## config.mk

```make
export PLATFORM = sky130hd
export DESIGN_NAME = mqf_cmd_queue
export DESIGN_NICKNAME = d
export VERILOG_FILES = /design/src/rtl/mqf_pkg.sv /design/src/rtl/mqf_cmd_queue.sv
export SDC_FILE = /design/constraint.sdc
export NUM_CORES = 1
export LEC_CHECK = 0
export ABC_AREA = 1
export BUFFER_PORTS_ARGS = -buffer_cell sky130_fd_sc_hd__buf_2
export CORE_MARGIN = 2
export CORE_UTILIZATION = 51
export CTS_CLUSTER_DIAMETER = 30
export DETAILED_ROUTE_END_ITERATION = 10
export GPL_TIMING_DRIVEN = 1
export PLACE_DENSITY = 0.81
export SLEW_MARGIN = 0
export SYNTH_ARGS = -nofsm -noshare
export SYNTH_HDL_FRONTEND = slang
export SYNTH_SLANG_ARGS = --single-unit
```

## constraint.sdc

```tcl
create_clock -name clock -period 4.9 [get_ports clock]
set_clock_uncertainty 0.2 [all_clocks]
set_input_delay 0.49 -clock clock [delete_from_list [all_inputs] [get_ports clock]]
set_output_delay 0.49 -clock clock [all_outputs]
set_load 0.02 [all_outputs]
```

## src/rtl/mqf_pkg.sv

```systemverilog
`default_nettype none
// ----------------------------------------------------------------------------
// mqf_pkg
// shared types and constants of the multi-queue message fifo: field widths,
// status codes and the command word passed from the front to the back
// ----------------------------------------------------------------------------
package mqf_pkg;

   localparam int WORD_W         = 64;
   localparam int BYTES_PER_WORD = 8;
   localparam int QID_W          = 3;
   localparam int STATUS_W       = 2;

   localparam logic [STATUS_W-1:0] ST_OK    = 2'd0;
   localparam logic [STATUS_W-1:0] ST_BADQ  = 2'd1;
   localparam logic [STATUS_W-1:0] ST_FULL  = 2'd2;
   localparam logic [STATUS_W-1:0] ST_EMPTY = 2'd3;

   localparam int CMD_DEPTH = 4;
   localparam int CMD_PTR_W = 2;
   localparam int CMD_CNT_W = 3;

   typedef struct packed {
      logic                wr_en;
      logic                emit_status;
      logic                read_msg;
      logic [STATUS_W-1:0] status;
      logic [WORD_W-1:0]   data;
   } mqf_cmd_type;

endpackage
`default_nettype wire

```

## src/rtl/mqf_cmd_queue.sv

```systemverilog
`default_nettype none
// ----------------------------------------------------------------------------
// mqf_cmd_queue
// short register fifo of commands between the front and the back
// ----------------------------------------------------------------------------
module mqf_cmd_queue #(
   parameter int WIDTH = 80
) (
   input  wire logic             clock,
   input  wire logic             reset,
   input  wire logic             push,
   input  wire logic [WIDTH-1:0] push_data,
   input  wire logic             pop,
   output logic      [WIDTH-1:0] pop_data,
   output logic                  valid,
   output logic                  full
);
   import mqf_pkg::*;

   logic [WIDTH-1:0]     entry_ff [CMD_DEPTH];
   logic [CMD_PTR_W-1:0] wr_ptr_ff, wr_ptr_in;
   logic [CMD_PTR_W-1:0] rd_ptr_ff, rd_ptr_in;
   logic [CMD_CNT_W-1:0] count_ff, count_in;
   logic                 do_push;
   logic                 do_pop;

   assign valid    = (count_ff != '0);
   assign full     = (count_ff == CMD_CNT_W'(CMD_DEPTH));
   assign do_push  = push & ~full;
   assign do_pop   = pop & valid;
   assign pop_data = entry_ff[rd_ptr_ff];

   always_comb begin
      wr_ptr_in = do_push ? wr_ptr_ff + 1'b1 : wr_ptr_ff;
      rd_ptr_in = do_pop ? rd_ptr_ff + 1'b1 : rd_ptr_ff;
      count_in  = count_ff;
      if (do_push & ~do_pop) begin
         count_in = count_ff + 1'b1;
      end else if (do_pop & ~do_push) begin
         count_in = count_ff - 1'b1;
      end
   end

   always_ff @(posedge clock) begin
      if (reset) begin
         wr_ptr_ff <= '0;
         rd_ptr_ff <= '0;
         count_ff  <= '0;
      end else begin
         wr_ptr_ff <= wr_ptr_in;
         rd_ptr_ff <= rd_ptr_in;
         count_ff  <= count_in;
      end
   end

   always_ff @(posedge clock) begin
      if (do_push) begin
         entry_ff[wr_ptr_ff] <= push_data;
      end
   end

endmodule
`default_nettype wire

```

### Word-level counts from Yosys, hierarchy flattened

Memories as Yosys holds them, arrays and structs flattened. A register that Yosys moved wholly into a read port is not among the register bits.
Index checks and enable logic that the tools add are counted.

| storage, ports and cells | value |
|---|---|
| register bits after elaboration | 7 |
| memory bits (writable) | 320 |
| input port bits | 84 |
| output and inout bits | 82 |
| word-level logic and storage cells | 24 |
| memories kept | 1 |

| cells by class | value |
|---|---|
| $add $sub $neg | 4 |
| equal/unequal tests | 1 |
| mux-type cells | 6 |
| bitwise operators | 7 |
| reduce and logical (&&, ||, !) cells | 2 |

Memory list:

| memory | depth | bits a word | rd ports | clocked after Yosys merged registers in | write ports | line | RTL |
|---|---|---|---|---|---|---|---|
| entry_ff | 4 | 80 | 1 | 1 | 1 | mqf_cmd_queue.sv:20 | `logic [WIDTH-1:0] entry_ff [CMD_DEPTH];` |

Operators with widths:

| operator | number |
|---|---|
| 2-to-1 mux 3 bit | 2 |
| adder 2 x 1 -> 2 bit, second input constant | 2 |
| bitwise AND 1 bit | 4 |
| 2-to-1 mux 2 bit | 2 |
| adder 3 x 1 -> 3 bit, second input constant | 1 |
| == test 3 bit, second input constant | 1 |
| inverter 1 bit | 3 |
| nonzero test 3 bit | 1 |
| subtractor 3 x 1 -> 3 bit, second input constant | 1 |
| 2-to-1 mux 1 bit | 2 |
| nonzero test 2 bit | 1 |

### Longest topological paths before layout

Gate-level depths: netlist (run 1).

| logic depth | value |
|---|---|
| depth in word-level cells | 7 |
| gate-level depth with buffers | 13 |
| mapped depth without buffers | 13 |

### Least setup slack after synthesis (run 1)

OpenSTA, ideal clock, no wires.

| path | value |
|---|---|
| path kind | register to register |
| from | reg count_ff[0] |
| to | mem entry_ff[0][0], enable pin |
| library setup time | 519 ps |
| arrival time | 3996 ps |
| data required time | 4181 ps |
| slack | 185 ps |
| cell stages (with the launch flop) | 5 |
| path buffers | 0 |
| clock period less this slack | 4715 ps |
| path through | dfxtp_1 -> nor2_1 -> nand2_1 -> nand2_1 -> nor2_1 |

| on the way | value |
|---|---|
| word-level cells in the longest chain between the ends | 5 |

RTL lines:

| what | line | RTL |
|---|---|---|
| start: declaration | mqf_cmd_queue.sv:23 | `logic [CMD_CNT_W-1:0] count_ff, count_in;` |
| start signal: assignment | mqf_cmd_queue.sv:52 | `count_ff <= count_in;` |
| == test 3 bit | mqf_cmd_queue.sv:28 | `assign full = (count_ff == CMD_CNT_W'(CMD_DEPTH));` |
| inverter 1 bit | mqf_cmd_queue.sv:29 | `assign do_push = push & ~full;` |
| bitwise AND 1 bit | mqf_cmd_queue.sv:29 |  |
| 2-to-1 mux 1 bit | mqf_cmd_queue.sv:57 | `if (do_push) begin` |
| 2-to-1 mux 1 bit (not written as such) | mqf_cmd_queue.sv:58 | `entry_ff[wr_ptr_ff] <= push_data;` |
| end: declaration | mqf_cmd_queue.sv:20 |  |

Every way passes these cells.

==> results of run 1 <==
-- state kept, by name, summed over array words and instances (netlist names), named ones only --
| name | count |
|---|---|
| entry_ff | 320 |
| wr_ptr_ff | 2 |
| rd_ptr_ff | 2 |
| count_ff | 3 |
-- how the worst min path moves through the flow --
stage / from / endpoint / slack [ns] / cells after the start
global route: push / wr_ptr_ff[0] / 0.07 / 4
CTS: push / wr_ptr_ff[0] / 0.04 / 4
global placement: rd_ptr_ff[1] / register / 0.28 / 2
floorplan: rd_ptr_ff[1] / register / 0.26 / 2
finish: push / wr_ptr_ff[0] / 0.06 / 4
detailed placement: rd_ptr_ff[0] / register / 0.29 / 2
-- worst max-delay path: cells and delay by family, from the launching register on --
kind,cells,cell delay (ns)
buffers and inverters,2,0.98
AO/OA/AOI/OAI,2,0.55
flip-flops,1,0.47
-- layout by cell type (no fill, tap or decap), types with 12 or more instances in the layout --
master	n
inv_1	15
buf_4	12
nor2_1	170
buf_2	165
nand2_1	15
o22ai_1	80
edfxtp_1	320
dlygate4sd3_1	81
o21ai_0	151
clkbuf_16	59
-- cells by family (layout without fill, tap and decap cells) --
family	Yosys count	in the layout	synth area share [%]
AO/OA/AOI/OAI	244	244	10.7
flip-flops	329	329	79.5
other	0	4	0
AND/OR/NAND/NOR	194	194	5.99
adder cells (fa/ha/maj)	6	6	0.671
buffers and inverters	69	381	2.99
XOR/XNOR	1	1	0.0712
-- report_power, final --
group / total, mW / leakage (nW) / internal (mW) / switching [mW]
clock: 4.15 / 0.990 / 2.80 / 1.36
combinational: 2.02 / 1.88 / 0.591 / 1.43
sequential: 3.53 / 3.01 / 3.43 / 0.105
-- cell usage after synthesis --
master and instances:
o21ai_1 10, inv_6 1, o21ai_0 151, inv_1 16, ha_1 5, nand3b_1 1
buf_6 11, buf_4 1, o22ai_1 80, fa_1 1, dfxtp_1 9, a21oi_1 3
nand2_1 15, xor2_1 1, nor2_1 174, clkbuf_1 38, nand3_1 4, buf_12 1
edfxtp_1 320, buf_2 1
-- final cells by class --
type,count,area [sq um]
Fill cell,1538,7380
Clock buffer,65,1500
Clock inverter,41,554
Tap cell,319,399
Inverter,17,68.8
Sequential cell,329,9790
Antenna cell,4,10.0
Timing Repair Buffer,258,1730
Multi-Input combinational cell,445,2180
-- layer usage --
| metal | part of all wire (%) | routed length [um] | vias to the layer above | global-route usage (%) |
|---|---|---|---|---|
| met2 | 51 | 13900 | 290 | 37.3 |
| met4 | 2.5 | 699 | 2 | 8.97 |
| met1 | 41 | 11200 | 3952 | 26.2 |
| met3 | 6.3 | 1740 | 57 | 5.11 |
| li1 | - | - | 3724 | - |
| met5 | 0.047 | 13 | - | 0 |
==> results.sh, run 1 <==
export IMPL_run_status="complete, no violations"
export IMPL_dp_slack_ns=2.20
export IMPL_dp_hpwl_um=13300
export IMPL_grt_ovfl_total=0
export IMPL_cells_after_synthesis=843
export IMPL_library_cell_contributing_the_largest_single_delay_on_the_critical_path="inv_6"
export IMPL_timing_critical_path_to_type="output pin"
export IMPL_design_final_nets=1198
export IMPL_grt_setup_unrepaired="false"
export IMPL_tritoncts="yes"
export IMPL_worst_setup_path_type="register to output pin"
export IMPL_global_route_usage_total_pct=21.6
export IMPL_synth_area_per_cell_sq_um=14.6
export IMPL_power_static_leakage_nw=5.88
export IMPL_cts_resized=0
export IMPL_drv_cap=0
export IMPL_floorplan_rows=56
export IMPL_postRouteAntennaNets=0
export IMPL_clock_root_buffer="clkbuf_16"
export IMPL_htree_num_levels=2
export IMPL_grt_pass1_vias=8338
export IMPL_worst_path_max_fanout=160
export IMPL_ys_seq_elements=329
export IMPL_whs_ns=0.0612
export IMPL_worst_slew_margin_rel_pct=22.3
export IMPL_power_per_cell_area_nw_per_um2=598
export IMPL_numPlacedInstances=1287
export IMPL_drive_above_1_share_pct=24.5
export IMPL_initial_core_utilization_pct=52.1
export IMPL_worstPathRequired_ns=4.21
export IMPL_cts_buffers_inserted=57
export IMPL_final_setup_tns_ns=0
export IMPL_cell_by_cell_listing_of_the_critical_path="inv_6, o21ai_0, o22ai_1, buf_2"
export IMPL_drt_pass1_iter_count=4
export IMPL_mappedNetlistArea_sq_um=12300
export IMPL_part_of_the_cycle_the_worst_path_needs_pct=70.3
export IMPL_yosysWarnings=0
export IMPL_worstSetupEndpoint="pop_data[60]"
export IMPL_fp_dieArea_sq_um=25400
export IMPL_drt_wirelength_per_cell_um=18.7
export IMPL_vias_after_detailed_routing=8025
export IMPL_worst_path_max_stage_delay_ns=0.77
export IMPL_placeableCoreArea_sq_um=23600
export IMPL_io_pin_count=166
export IMPL_drcViolationCount=0
export IMPL_fin_area_sq_um=16200
export IMPL_register_to_register_setup_slack_ns=2.36
export IMPL_largest_net_degree_at_the_start_of_global_routing=161
export IMPL_layout_utilization_pct=68.7
export IMPL_netlist_top_cells_area="edfxtp_1 78%, o21ai_0 6.1%, nor2_1 5.3%"
export IMPL_worst_slew_pin_slew_ns=1.17
export IMPL_post_layout_min_period_ns=3.44
export IMPL_cp_data_arrival_time_ns=2.75
export IMPL_pnr_worst_setup_slack_ns=1.46
export IMPL_cts_num_sinks=329
export IMPL_die_h_um=159
export IMPL_worstSkewPairLatency_ns=0.54
export IMPL_worst_hold_path_type="input pin to register"
export IMPL_cts_hold_buffers_added=81
export IMPL_detailed_place_area_sq_um=13400
export IMPL_port_buffer_count=165
export IMPL_drt_vias_per_instance=5.43
export IMPL_rr_startpoint="count_ff[0]"
export IMPL_worst_reg_to_reg_cells=5
export IMPL_synth_sequential_area_ratio_pct=79.5
export IMPL_worst_setup_path_start_kind="register"
export IMPL_worst_r2r_endpoint="entry_ff[3][37]"
export IMPL_dieWidth_um=159
export IMPL_clk_path_buf_depth=3
export IMPL_synth_top_cell_area_share_pct=78.1
export IMPL_detail_route_wirelength_um=27600
export IMPL_final_max_slew_viol_count=0
export IMPL_timing_hold_violations_final=0
export IMPL_finalWeightedCongestion=0.753
export IMPL_postCtsSetupBuffers=0
export IMPL_fmax_mhz=290
export IMPL_drt_initial_drc_count=696
export IMPL_grt_pass1_wl_um=43400
export IMPL_total_power_mw=9.71
export IMPL_post_synth_top_area_cell="edfxtp_1"
export IMPL_setup_violations_final=0
export IMPL_syn_nets=933
export IMPL_area_growth_pct=31.9
export IMPL_cts_reportedPaths_clkPinSlew_ns=0.05
export IMPL_yosys_cell_types=20
export IMPL_vdd_ir_drop_max_uv=393
export IMPL_antenna_found_initial=6
export IMPL_stdcell_count=1478
(Power assumes the default switching activity.)
==> run 2, diff against run 1 <==
- ABC_AREA: 1 -> 0
- clock period: 4.9 -> 2.8 ns (I/O delays scaled with it)
==> results.sh, run 2 <==
export IMPL_run_status="complete, no violations"
export IMPL_fmax_mhz=392
export IMPL_area_growth_pct=32.5
export IMPL_timing_hold_violations_final=0
export IMPL_worst_slew_margin_rel_pct=66.5
export IMPL_worstPathRequired_ns=2.32
export IMPL_clk_path_buf_depth=3
export IMPL_cts_buffers_inserted=54
export IMPL_grt_pass1_vias=6590
export IMPL_worst_setup_path_start_kind="register"
export IMPL_synth_sequential_area_ratio_pct=80.9
export IMPL_largest_register_ff_count=320
export IMPL_ys_seq_elements=329
export IMPL_antenna_found_initial=2
export IMPL_setup_violations_final=0
export IMPL_global_route_usage_total_pct=20.7
export IMPL_worstSkewPairLatency_ns=0.55
export IMPL_post_synth_top_area_cell="edfxtp_1"
export IMPL_cts_reportedPaths_clkPinSlew_ns=0.05
export IMPL_io_pin_count=166
export IMPL_mappedNetlistArea_sq_um=12100
export IMPL_vdd_ir_drop_max_uv=683
export IMPL_grt_pass1_wl_um=38000
export IMPL_whs_ns=0.279
export IMPL_power_per_cell_area_nw_per_um2=1000
export IMPL_synth_area_per_cell_sq_um=26.0
export IMPL_cells_after_synthesis=466
export IMPL_initial_core_utilization_pct=51.7
export IMPL_final_setup_tns_ns=0
export IMPL_post_layout_min_period_ns=2.55
export IMPL_worst_slew_pin_slew_ns=0.496
export IMPL_placeableCoreArea_sq_um=23400
export IMPL_grt_setup_unrepaired="false"
export IMPL_postCtsSetupBuffers=0
export IMPL_floorplan_rows=56
export IMPL_synth_async_reset_ratio_pct=0
export IMPL_timing_critical_path_to_type="output pin"
export IMPL_tritoncts="yes"
export IMPL_drv_cap=0
export IMPL_drive_above_1_share_pct=44.9
export IMPL_drt_wirelength_per_cell_um=22.5
export IMPL_yosys_top_cells_count="320 x edfxtp_1, 80 x mux4_2, 9 x dfxtp_1, 8 x buf_12, 8 x buf_2"
export IMPL_yosys_cell_types=22
export IMPL_cts_num_sinks=329
export IMPL_layout_filler_cells=1451
export IMPL_power_static_leakage_nw=5.55
export IMPL_port_buffer_count=165
export IMPL_synth_top_cell_area_share_pct=79.4
export IMPL_fp_dieArea_sq_um=25000
export IMPL_detail_route_wirelength_um=25400
export IMPL_postRouteAntennaNets=0
export IMPL_vias_after_detailed_routing=6104
export IMPL_cts_resized=0
export IMPL_most_common_layout_cells="320 x edfxtp_1, 165 x buf_2, 83 x dlygate4sd3_1, 80 x mux4_2, 54 x clkbuf_16"
export IMPL_dp_hpwl_um=14100
export IMPL_worst_path_max_fanout=48
export IMPL_htree_num_levels=2
export IMPL_yosys_cell_count_top_type="edfxtp_1"
export IMPL_finalWeightedCongestion=0.807
export IMPL_grt_ovfl_total=0
export IMPL_drt_vias_per_instance=5.41
export IMPL_drt_pass1_iter_count=5
export IMPL_reg_largest_list="entry_ff x320, count_ff x3"
export IMPL_design_final_nets=855
export IMPL_largest_net_degree_at_the_start_of_global_routing=49
export IMPL_regMostFlops="entry_ff"
export IMPL_cts_hold_buffers_added=83
export IMPL_drt_initial_drc_count=564
export IMPL_worst_setup_path_type="register to output pin"
export IMPL_worst_hold_path_type="input pin to register"
export IMPL_clock_root_buffer="clkbuf_16"
export IMPL_part_of_the_cycle_the_worst_path_needs_pct=91.0
export IMPL_synthFlopType="edfxtp_1"
export IMPL_yosysWarnings=0
export IMPL_final_max_slew_viol_count=0
export IMPL_dieWidth_um=158
export IMPL_layout_cells_most_common="edfxtp_1"
export IMPL_cp_data_arrival_time_ns=2.07
export IMPL_die_h_um=158
export IMPL_synth_edff_count=320
export IMPL_netlist_top_cells_area="edfxtp_1 79%, mux4_2 15%, dfxtp_1 1.5%"
export IMPL_syn_nets=556
export IMPL_drcViolationCount=0
-- run 2: worst paths after layout --
check           startpoint  cells after the start  slack, ns         endpoint
max               register                      3       0.25     pop_data[49]
min          push_data[46]                      2       0.28  entry_ff[0][46]
max reg2reg    count_ff[1]                      7       0.37      count_ff[2]
min reg2reg   rd_ptr_ff[1]                      2       0.33     rd_ptr_ff[1]
-- run 2: area by class of cell --
cell class                 count  area, sq um  share of cell area [%]
timing repair buffer         262         1900                    11.9
multi-input combinational    114         2080                    13.0
clock buffer                  56         1360                    8.48
sequential                   329         9800                    61.1
antenna                        2         5.00                  0.0312
tap                          319          399                    2.49
inverter                       4         15.0                  0.0937
clock inverter                43          470                    2.94
-- run 2: metal layers --
metal / track usage [%] / part of all wire (%)
met1: 26.5 / 39
met2: 35.3 / 52
met3: 5.09 / 6.5
met4: 6.78 / 2.3
met5: 0 / 0
-- run 2: stage by stage --
stage	utilization, %	std cells	area [sq um]	total power, mW	worst slack (ns)
5_1_grt	68.5	1129	16000	16.7	0.197
3_5_place_dp	57.1	945	13400	9.64	0.443
4_1_cts	68.5	1127	16000	16.2	0.234
3_3_place_gp	57.1	945	13400	9.55	0.561
6_report	68.5	1129	16000	16.1	0.252
2_1_floorplan	-	466	12100	8.67	0.275
-- run 2: logic make-up after synthesis --
logic type | after synthesis | share of synthesized area (%)
AOI/OAI and AO/OA | 6 | 0.341
muxes | 82 | 15.1
buffers and inverters | 23 | 1.93
DFF | 329 | 80.9
adders and majority gates | 6 | 0.683
xor gates and xnor gates | 4 | 0.290
and+or+nand+nor | 16 | 0.755
-- run 2: power by group --
group          switching, mW  total [mW]  internal, mW
Combinational           2.02        3.55          1.53
Clock                   2.44        6.45          4.01
Sequential             0.181        6.11          5.93
-- run 2: worst max-delay path, stage by stage (launching register included) --
cell and delay [ns]:
dfxtp_4 0.54, buf_12 0.33, mux4_2 0.42, buf_2 0.19
