<file path="config.mk">
export PLATFORM = sky130hd
export DESIGN_NAME = mqf_back
export DESIGN_NICKNAME = d
export VERILOG_FILES = /design/src/rtl/mqf_pkg.sv /design/src/rtl/mqf_back.sv
export SDC_FILE = /design/constraint.sdc
export NUM_CORES = 1
export LEC_CHECK = 0
export BUFFER_PORTS_ARGS = -buffer_cell sky130_fd_sc_hd__buf_2
export CORE_AREA = 2 2 114 116
export DETAILED_ROUTE_END_ITERATION = 8
export DIE_AREA = 0 0 116 118
export GPL_TIMING_DRIVEN = 0
export HOLD_SLACK_MARGIN = 0.05
export PLACE_DENSITY = 0.49
export SLEW_MARGIN = 20
export SYNTH_ARGS = -nofsm -noshare
export SYNTH_HDL_FRONTEND = slang
export SYNTH_SLANG_ARGS = --single-unit
</file>
<file path="constraint.sdc">
create_clock -name clock -period 2.3 [get_ports clock]
set_clock_uncertainty 0.15 [all_clocks]
set_input_delay 0.23 -clock clock [delete_from_list [all_inputs] [get_ports clock]]
set_output_delay 0.23 -clock clock [all_outputs]
set_load 0.05 [all_outputs]
</file>
<file path="src/rtl/mqf_pkg.sv">
`default_nettype none
// ----------------------------------------------------------------------------
// mqf_pkg
// shared types and constants of the multi-queue message fifo: field widths,
// status codes and the command word passed from the front to the back
// ----------------------------------------------------------------------------
package mqf_pkg;

   localparam int WORD_W         = 64;
   localparam int BYTES_PER_WORD = 8;
   localparam int QID_W          = 3;
   localparam int STATUS_W       = 2;

   localparam logic [STATUS_W-1:0] ST_OK    = 2'd0;
   localparam logic [STATUS_W-1:0] ST_BADQ  = 2'd1;
   localparam logic [STATUS_W-1:0] ST_FULL  = 2'd2;
   localparam logic [STATUS_W-1:0] ST_EMPTY = 2'd3;

   localparam int CMD_DEPTH = 4;
   localparam int CMD_PTR_W = 2;
   localparam int CMD_CNT_W = 3;

   typedef struct packed {
      logic                wr_en;
      logic                emit_status;
      logic                read_msg;
      logic [STATUS_W-1:0] status;
      logic [WORD_W-1:0]   data;
   } mqf_cmd_type;

endpackage
`default_nettype wire

</file>
<file path="src/rtl/mqf_back.sv">
`default_nettype none
// ----------------------------------------------------------------------------
// mqf_back
// carries out commands: writes message words, streams a stored message out
// of the ram one word per cycle, and issues status words
// ----------------------------------------------------------------------------
module mqf_back #(
   parameter int WORDS  = 8,
   parameter int ADDR_W = 8
) (
   input  wire logic                          clock,
   input  wire logic                          reset,
   input  wire logic                          q_valid,
   input  wire mqf_pkg::mqf_cmd_type          q_cmd,
   input  wire logic [ADDR_W-1:0]             q_addr,
   output logic                               pop,
   output logic                               ram_wr_en,
   output logic      [ADDR_W-1:0]             ram_wr_addr,
   output logic      [mqf_pkg::WORD_W-1:0]    ram_wr_data,
   output logic                               ram_rd_en,
   output logic      [ADDR_W-1:0]             ram_rd_addr,
   input  wire logic [mqf_pkg::WORD_W-1:0]    ram_rd_data,
   output logic                               rsp_strobe,
   output logic      [mqf_pkg::STATUS_W-1:0]  rsp_status,
   output logic      [mqf_pkg::WORD_W-1:0]    rsp_read_word,
   output logic                               rsp_last
);
   import mqf_pkg::*;

   localparam int WW = (WORDS > 1) ? $clog2(WORDS) : 1;

   logic                rd_active_ff;
   logic [WW-1:0]       rd_pos_ff;
   logic [ADDR_W-1:0]   rd_addr_ff;
   logic                out_rd_ff;
   logic                out_last_ff;
   logic                stat_valid_ff;
   logic [STATUS_W-1:0] stat_code_ff;
   logic                take;
   logic                issue_new;
   logic                issue_last;

   assign take        = q_valid & ~rd_active_ff;
   assign pop         = take;
   assign ram_wr_en   = take & q_cmd.wr_en;
   assign ram_wr_addr = q_addr;
   assign ram_wr_data = q_cmd.data;
   assign issue_new   = take & q_cmd.read_msg;
   assign ram_rd_en   = issue_new | rd_active_ff;
   assign ram_rd_addr = rd_active_ff ? rd_addr_ff : q_addr;
   assign issue_last  = rd_active_ff ? (rd_pos_ff == WW'(WORDS - 1)) : 1'(WORDS == 1);

   always_ff @(posedge clock) begin
      if (reset) begin
         rd_active_ff  <= 1'b0;
         out_rd_ff     <= 1'b0;
         stat_valid_ff <= 1'b0;
      end else begin
         if (issue_new) begin
            rd_active_ff <= 1'(WORDS > 1);
         end else if (rd_active_ff && issue_last) begin
            rd_active_ff <= 1'b0;
         end
         out_rd_ff     <= ram_rd_en;
         stat_valid_ff <= take & q_cmd.emit_status;
      end
   end

   always_ff @(posedge clock) begin
      if (issue_new) begin
         rd_pos_ff  <= WW'(1);
         rd_addr_ff <= q_addr + 1'b1;
      end else if (rd_active_ff) begin
         rd_pos_ff  <= rd_pos_ff + 1'b1;
         rd_addr_ff <= rd_addr_ff + 1'b1;
      end
      out_last_ff  <= issue_last;
      stat_code_ff <= q_cmd.status;
   end

   assign rsp_strobe    = out_rd_ff | stat_valid_ff;
   assign rsp_status    = out_rd_ff ? ST_OK : stat_code_ff;
   assign rsp_read_word = out_rd_ff ? ram_rd_data : '0;
   assign rsp_last      = out_rd_ff ? out_last_ff : 1'b1;

endmodule
`default_nettype wire

</file>
**Yosys cells after proc, flatten, opt, wreduce, memory -nomap -nowiden**

Cells that the tools add are included.

- Register bits: 17
- Output and inout port bits: 151
- Memories kept: 0
- Memory bits (writable): 0
- Input port bits: 144
- Latch bits: 0
- Word-level logic and storage cells: 30
- ROM bits: 0

- Add/subtract/negate cells: 3
- Shift operators: 0
- Order comparisons: 0
- Bitwise gates (word level): 7
- Mux-type cells: 9
- Divide/modulo/power cells: 0
- Reduce and logical (&&, ||, !) cells: 3
- Multiply operators: 0
- Equal/unequal tests: 1

Operators with widths:

| kind | number |
|---|---|
| two-way mux 64 bit | 1 |
| two-way mux 8 bit | 3 |
| adder 8 x 1 -> 8 bit (second input constant) | 2 |
| AND 1 bit | 4 |
| two-way mux 1 bit | 4 |
| nonzero test 2 bit | 2 |
| adder 3 x 1 -> 3 bit (second input constant) | 1 |
| == test 3 bit (second input constant) | 1 |
| two-way mux 2 bit | 1 |
| bitwise OR 1 bit | 2 |
| logical AND 1 bit | 1 |
| NOT 1 bit | 1 |

**Logic depth before layout (Yosys ltp)**

Gate-level depths: netlist of run 1.

- Depth in word-level cells: 5
- Gate-level depth with buffers: 9
- Depth with buffers taken out: 8

**Least setup slack after synthesis of run 1**

No wires, ideal clock.

- Kind: reg-to-reg
- From: register rd_active_ff
- To: register rd_addr_ff[6] (data pin)
- Clock period less this slack: 2347 ps
- Data required time: 1890 ps
- Data arrival time: 1936 ps
- Stages on the path, launching flop included: 9
- Setup slack: -47 ps
- Library setup time: 260 ps
- Cell sequence: dfxtp_1 nor2b_4 nand2_2 buf_6 mux2_4 ha_1 nand3_1 xnor2_1 mux2_4

- Word-level cells in the longest chain between the ends: 4

RTL lines:

| what | RTL line | RTL |
|---|---|---|
| from (decl) | mqf_back.sv:32 | `logic rd_active_ff;` |
| from (signal assigned) | mqf_back.sv:60 | `rd_active_ff <= 1'(WORDS > 1);` |
| NOT 1 bit | mqf_back.sv:43 | `assign take = q_valid & ~rd_active_ff;` |
| AND 1 bit | mqf_back.sv:43 |  |
| via pop | mqf_back.sv:16 | `output logic pop,` |
| AND 1 bit | mqf_back.sv:48 | `assign issue_new = take & q_cmd.read_msg;` |
| two-way mux 8 bit | mqf_back.sv:70 | `if (issue_new) begin` |
| to (signal assigned) | mqf_back.sv:72 | `rd_addr_ff <= q_addr + 1'b1;` |
| to (signal assigned) | mqf_back.sv:75 | `rd_addr_ff <= rd_addr_ff + 1'b1;` |
| to (decl) | mqf_back.sv:34 | `logic [ADDR_W-1:0] rd_addr_ff;` |

The timed path passes the listed nets, and every way through them passes these cells.
A chain may end at the register's enable or synchronous reset.

**Worst setup path after layout of run 1**

- From: input q_cmd[66] (netlist name)
- To: register rd_addr_ff[6] (data pin)

- Word-level cells in the longest chain between the ends: 2

RTL lines:

| what | RTL line | RTL |
|---|---|---|
| from (decl) | mqf_back.sv:14 | `input wire mqf_pkg::mqf_cmd_type q_cmd,` |
| AND 1 bit | mqf_back.sv:48 |  |
| two-way mux 8 bit | mqf_back.sv:70 |  |

Every way passes these cells.

==> results.md, run 1 <==
- Status: finished clean
- Final Util: 0.278
- Worst path most repeated cell: mux2_4
- Synth warn: 0
- CP Capture Type: register
- Reg-to-reg slack, setup: 0.11 ns
- 1st-pass router iterations: 4
- Post-DP HPWL: 6280 µm
- Overall Global Routing Usage: 0.0914
- I/O Pins: 295
- Clock buffer depth: 2
- Via count: 2,244
- Detailed-route DRC error count: 0
- RSZ-0062 raised after global routing: false
- Wire per inst: 11.3 µm
- Die area: 0.0137 mm²
- Fin. max-slew vios: 0
- Port Buffers: 230
- Row count: 41
- Placed cell areas: 0.00330 mm²
- Max VDD drop: 0.243 mV
- Share of cells above drive strength 1: 0.701
- Pwr/cell area: 534 mW/mm²
- Final worst setup slack: 0.0641 ns
- ANT cells: 0
- Setup violators final: 0
- Post-Syn Area: 0.00193 mm²
- HP Class: in -> reg
- Via count of the first global-routing pass: 2,092
- Final cycle utilization of the critical path: 0.972
- Area share of the largest cell type after synthesis: 0.281
- Post-DRT Antenna Nets: 0
- Crit-path leading delay family: buffers and inverters
- Clock buffer count from CTS: 3
- Hold Path Depth: 2
- R2R depth: 8
- RePlAce Congestion: 0.748
- CP peak stage delay: 0.53 ns
- Largest cells by area after synthesis: buf_4, and2_1, edfxtp_1, dfxtp_1, mux2_2
- CTS sink count: 17
- Yosys cell types: 28
- Die Y: 118 µm
- Final net count: 616
- H-tree depth: 1
- Power Total: 1.84 mW
- Worst Tran Pin Value: 0.521 ns
- Count of final hold-check violations: 0
- Cells after Synth: 227
- WP data required: 2.15 ns
- RR Endpoint: rd_addr_ff[6]$_DFFE_PP_
- Worst slew margin: 0.653
- WP data arrival: 2.09 ns
- Die Wd: 116 µm
- CORE AREA: 0.0124 mm²
- Pleak: 1.99 nW
- Clk slew on worst S/H paths: 0.06 ns
- Sequential fraction of the synthesis area: 0.218
- Crit path cell chain: dlygate4sd3_1 > buf_2 > nand2_2 > buf_8 > mux2_4 > ha_2 > nand3_1 > xnor2_1 > mux2_4
- Post-synth top area cell: buf_4
- Worst-skew pair later-pin latency: 0.25 ns
- Startpoint Class: input pin
- Slowest cell on the critical path: dlygate4sd3_1
- CTS tree: done
- Avg Vias per Cell: 3.51
- Synth Net Count: 374
- Routed WL: 7250 µm
- Register bit total from synthesis: 17
- Setup WS pre-CTS: 0.0789 ns
- Design Area, Final: 0.00345 mm²
- Min cycle time layout: 2.24 ns
- TNS Setup: 0 ns
- Starting Density: 0.155
- Hold EP: stat_valid_ff$_SDFF_PP0_
- DRT iter0 DRCs: 42
- Kind of critical path: in -> reg
- Maximum clock rate: 447 MHz
- Synth-to-layout area growth: 79.1%
- Gr ovfl total: 0
- Initial antenna violation count: 0
- Largest net degree at the start of global routing: 15
- CP max FO: 6
- Crit path buf inv count: 3
- First-pass GRT wire length: 10,200 µm
- Hold Startpoint: q_cmd[67]
- RR Startpoint: rd_active_ff$_SDFFE_PP0P_
- Root buf cell: clkbuf_16
- Syn avg cell area: 8.48 µm²
- Max Cap Viol: 0
[flip-flops by register name, indices dropped and copies added (netlist names)]
register	count
out_last_ff	1
out_rd_ff	1
rd_active_ff	1
rd_addr_ff	8
rd_pos_ff	3
stat_code_ff	2
stat_valid_ff	1
[layer usage]
layer  global-route usage  routed length (µm)  part of all wire
met1                0.104                2700              0.37
met2                0.176                3890              0.54
met3               0.0170                 635             0.088
met4               0.0134                  33            0.0045
met5                    0                   0                 0
[worst reg2reg max path: stages, from the launching register on]
cell	delay (ns)
dfxtp_2	0.37
nor2b_4	0.20
nand2_2	0.13
buf_8	0.15
mux2_4	0.29
ha_2	0.21
nand3_1	0.11
xnor2_1	0.07
mux2_4	0.25
[power by group]
| group | total [mW] | switching [mW] | internal, mW |
|---|---|---|---|
| sequential | 0.419 | 0.0436 | 0.376 |
| clock | 0.367 | 0.132 | 0.235 |
| combinational | 1.05 | 0.707 | 0.346 |
| total | 1.84 | 0.883 | 0.957 |
[cell families (layout without fill, tap and decap cells)]
group	Yosys count	in the layout	share of synthesized area
DFF	17	17	0.218
muxes	16	16	0.0942
and+or+nand+nor	92	92	0.296
AOI/OAI and AO/OA	5	5	0.0130
buffers and inverters	82	323	0.305
adders and majority gates	3	3	0.0195
xor gates and xnor gates	12	12	0.0546
[final cells by class]
| cell class | count | area [µm²] |
|---|---|---|
| clock inverters | 1 | 7.51 |
| flip-flops and latches | 17 | 422 |
| repair buffers | 238 | 1220 |
| clock buffers | 3 | 75.1 |
| well taps | 172 | 215 |
| multi-input cells | 128 | 921 |
| inverters | 1 | 3.75 |
| fillers | 1373 | 8970 |
| plain buffers | 80 | 583 |
[cells in the final DEF (no fill, tap or decap), types with 2 or more instances in the layout]
master / Yosys / final
nand3_1: 7 / 7
clkbuf_1: 7 / 6
nand2_1: 3 / 3
nand2b_1: 3 / 3
dlygate4sd3_1: 0 / 4
clkbuf_16: 0 / 3
xor2_1: 5 / 5
dfxtp_1: 9 / 8
buf_2: 1 / 231
xnor2_1: 7 / 7
edfxtp_1: 8 / 8
and2_1: 66 / 66
mux2i_1: 5 / 5
mux2_4: 2 / 2
buf_4: 72 / 76
a21oi_1: 4 / 4
mux2_2: 9 / 9
and3_1: 3 / 3
ha_1: 3 / 2
nor2b_1: 3 / 3
[Yosys cell counts]
cell type / number
buf_4: 72
and2_1: 66
dfxtp_1: 9
mux2_2: 9
edfxtp_1: 8
clkbuf_1: 7
nand3_1: 7
xnor2_1: 7
mux2i_1: 5
xor2_1: 5
a21oi_1: 4
and3_1: 3
ha_1: 3
nand2_1: 3
nand2b_1: 3
nor2b_1: 3
mux2_4: 2
and3b_1: 1
and4_1: 1
buf_2: 1
buf_6: 1
inv_1: 1
nand2_2: 1
nand4_1: 1
nor2_1: 1
nor2b_4: 1
o21ai_0: 1
or2_2: 1
[worst max-delay path by stage]
stage	from	endpoint	cells past startpoint
3_5_place_dp	rd_active_ff$_SDFFE_PP0P_	rd_addr_ff[6]$_DFFE_PP_	8
3_3_place_gp	rd_active_ff$_SDFFE_PP0P_	rd_addr_ff[6]$_DFFE_PP_	8
4_1_cts	q_cmd[66]	rd_addr_ff[6]$_DFFE_PP_	9
2_1_floorplan	rd_active_ff$_SDFFE_PP0P_	rd_addr_ff[6]$_DFFE_PP_	8
5_1_grt	q_cmd[66]	rd_addr_ff[6]$_DFFE_PP_	9
6_report	q_cmd[66]	rd_addr_ff[6]$_DFFE_PP_	9
[timing repair]
item	4_1_cts	5_1_grt
pin swaps	0	0
setup buffers	0	4
resized for setup	0	1
setup endpoints to repair	16	1
endpoints found under the hold margin	6	0
hold buffers	4	0
[per-stage QoR]
step	cells	hold WS, ns
floorplan	227	0.108
global placement	629	0.185
detailed placement	629	0.185
CTS	636	0.0798
global route	640	0.0877
finish	640	0.0755
Power figures use the tool's default switching activity.
==> run 2: changes to the inputs <==
--- a/config.mk
+++ b/config.mk
@@ -7,11 +7,13 @@
 export LEC_CHECK = 0
 export BUFFER_PORTS_ARGS = -buffer_cell sky130_fd_sc_hd__buf_2
 export CORE_AREA = 2 2 114 116
+export CTS_BUF_LIST = sky130_fd_sc_hd__clkbuf_8
 export DETAILED_ROUTE_END_ITERATION = 8
 export DIE_AREA = 0 0 116 118
 export GPL_TIMING_DRIVEN = 0
 export HOLD_SLACK_MARGIN = 0.05
 export PLACE_DENSITY = 0.49
+export SETUP_SLACK_MARGIN = 0.15
 export SLEW_MARGIN = 20
 export SYNTH_ARGS = -nofsm -noshare
 export SYNTH_HDL_FRONTEND = slang
==> run 2 against run 1 <==
Clock power fell by 34%. Non-clock buffer count is 2 lower. Global-route usage up 2.2 points. Power fell by 5.8%. Sequential share of layout area grew 0.19 points. Cell count fell by 0.31%. Die area did not move. Routed wire length is 19% higher. Core utilization down 0.19 points. Largest cell class unchanged.
==> results.md, run 2 (synthesis gave the netlist of run 1 again) <==
- Fin. max-slew vios: 0 (unchanged)
- Final cycle utilization of the critical path: 0.901 (-0.0707)
- Worst path most repeated cell: mux2_4
- Max reg flops: 8 (unchanged)
- Die Y: 118 µm (unchanged)
- Die Wd: 116 µm (unchanged)
- Routed WL: 8610 µm (+19%)
- Overall Global Routing Usage: 0.113 (+0.0215)
- Worst Tran Pin Value: 0.514 ns (-0.00663 ns)
- RR Endpoint: rd_addr_ff[6]$_DFFE_PP_
- Starting Density: 0.155 (unchanged)
- Maximum clock rate: 482 MHz (+7.8%)
- CP peak stage delay: 0.38 ns (-0.15 ns)
- TNS Setup: 0 ns (unchanged)
- WP data required: 2.16 ns (about the same)
- Final net count: 614 (-0.32%)
- HP Class: in -> reg
- R2R depth: 8 (unchanged)
- Reg-to-reg slack, setup: 0.23 ns (+0.12 ns)
- CTS tree: done
- Crit-path leading delay family: multiplexers
- Largest net degree at the start of global routing: 12 (-3)
- Commonest cells after routing, fill and taps aside: buf_2, buf_4, and2_1
- Pwr/cell area: 506 mW/mm² (-5.1%)
- Register area: 425 µm² (+0.89%)
- Largest regs: rd_addr_ff (8), rd_pos_ff (3), stat_code_ff (2)
- Gr ovfl total: 0 (unchanged)
- Pleak: 1.98 nW (-0.53%)
- Setup violators final: 0 (unchanged)
- Worst-skew pair later-pin latency: 0.26 ns (about the same)
- First-pass GRT wire length: 12,100 µm (+18%)
- Synth-to-layout area growth: 77.8%
- Crit path cell chain: nor2b_4 > nand2_4 > buf_6 > mux2_4 > ha_4 > nand3_2 > xnor2_1 > mux2_4
- Final worst setup slack: 0.227 ns (+0.163 ns)
- Status: finished clean
- ANT cells: 0 (unchanged)
- Slowest cell on the critical path: dfxtp_4
- Multi-input gate area: 943 µm² (+2.4%)
- CTS sink count: 17 (unchanged)
- Crit path buf inv count: 1 (-2)
- Share of cells above drive strength 1: 0.710 (+0.00945)
- Hold Startpoint: q_cmd[67]
- DRT iter0 DRCs: 38 (-9.5%)
- Root buf cell: clkbuf_8
- Hold Path Depth: 2 (unchanged)
- Via count of the first global-routing pass: 2,180 (+4.2%)
- Hold EP: stat_valid_ff$_SDFF_PP0_
- Die area: 0.0137 mm² (unchanged)
- Initial antenna violation count: 0 (unchanged)
- WP data arrival: 1.93 ns (-0.16 ns)
- Reg with most FFs: rd_addr_ff
- Max VDD drop: 0.219 mV (-9.9%)
- RePlAce Congestion: 0.770 (+2.9%)
- RR Startpoint: rd_active_ff$_SDFFE_PP0P_
- Clock buffer depth: 2 (unchanged)
- CP max FO: 10 (+4)
- Avg Vias per Cell: 3.58 (+2.0%)
- Post-DP HPWL: 7540 µm (+20%)
- Clock buffer count from CTS: 3 (unchanged)
- Commonest non-fill, non-tap cell in the layout: buf_2
- RSZ-0062 raised after global routing: true
- H-tree depth: 1 (unchanged)
- CORE AREA: 0.0124 mm² (unchanged)
- Max Cap Viol: 0 (unchanged)
- Worst slew margin: 0.657 (+0.00442)
- Count of final hold-check violations: 0 (unchanged)
- Min cycle time layout: 2.07 ns (-0.163 ns)
- Wire per inst: 13.5 µm (+19%)
- Fillcell total: 1,382 (+0.66%)
- Via count: 2,282 (+1.7%)
- Startpoint Class: register
- CP Capture Type: register
- Row count: 41 (unchanged)
- 1st-pass router iterations: 4 (unchanged)
- Setup WS pre-CTS: 0.141 ns (+0.0620 ns)
- Port Buffers: 230 (unchanged)
- Clk slew on worst S/H paths: 0.08 ns (+0.02 ns)
- Post-DRT Antenna Nets: 0 (unchanged)
- I/O Pins: 295 (unchanged)
- Detailed-route DRC error count: 0 (unchanged)
- Kind of critical path: reg -> reg
-- run 2: what timing repair did --
item | 4_1_cts | 5_1_grt
gates resized for setup | 4 | 2
setup endpoints to repair | 22 | 5
endpoints found under the hold margin | 6 | 0
hold buffers | 4 | 0
setup buffers | 1 | 0
-- run 2: cell type report --
| type | count | share of cell area |
|---|---|---|
| inverter | 1 | 0.00110 |
| tap | 172 | 0.0628 |
| sequential | 17 | 0.124 |
| timing repair buffer | 235 | 0.350 |
| clock buffer | 3 | 0.0121 |
| multi-input combinational | 128 | 0.275 |
| clock inverter | 1 | 0.00219 |
| buffer | 81 | 0.172 |
-- run 2: per-stage QoR --
step	instances	util	hold slack (ns)	cell area (µm²)	power [mW]
after floorplan	227	-	0.108	1950	1.23
after global placement	629	0.267	0.184	3320	1.49
after detailed placement	629	0.267	0.185	3320	1.50
after CTS	638	0.275	0.0532	3420	1.76
after global routing	638	0.276	0.0788	3420	1.83
final	638	0.276	0.0611	3420	1.73
-- run 2: report_power, final --
| part | leakage, nW | switching [mW] | total [mW] | internal, mW |
|---|---|---|---|---|
| logic | 1.81 | 0.727 | 1.08 | 0.349 |
| registers | 0.152 | 0.0407 | 0.416 | 0.375 |
| clock network | 0.0217 | 0.119 | 0.241 | 0.122 |
| total | 1.98 | 0.887 | 1.73 | 0.847 |
-- run 2: per-layer routing --
layer,share of wire,track usage,up-vias
li1,-,-,1127
met1,0.38,0.130,1030
met2,0.50,0.202,119
met3,0.11,0.0371,6
met4,0.011,0.0223,0
met5,0,0,-
-- run 2: how the worst max path moves through the flow --
| stage | startpoint | end | slack [ns] | cells after the start |
|---|---|---|---|---|
| after floorplan | rd_active_ff$_SDFFE_PP0P_ | rd_addr_ff[6]$_DFFE_PP_ | 0.04 | 8 |
| after global placement | rd_active_ff$_SDFFE_PP0P_ | rd_addr_ff[6]$_DFFE_PP_ | 0.14 | 8 |
| after detailed placement | rd_active_ff$_SDFFE_PP0P_ | rd_addr_ff[6]$_DFFE_PP_ | 0.14 | 8 |
| after CTS | rd_active_ff$_SDFFE_PP0P_ | rd_addr_ff[6]$_DFFE_PP_ | 0.21 | 8 |
| after global routing | rd_active_ff$_SDFFE_PP0P_ | rd_addr_ff[6]$_DFFE_PP_ | 0.14 | 8 |
| final | rd_active_ff$_SDFFE_PP0P_ | rd_addr_ff[6]$_DFFE_PP_ | 0.23 | 8 |
-- run 2: worst reg2reg max path, stage by stage, from the launching register on --
cell     delay (ns)
dfxtp_4        0.38
nor2b_4        0.15
nand2_4        0.08
buf_6          0.16
mux2_4         0.32
ha_4           0.19
nand3_2        0.08
xnor2_1        0.06
mux2_4         0.25
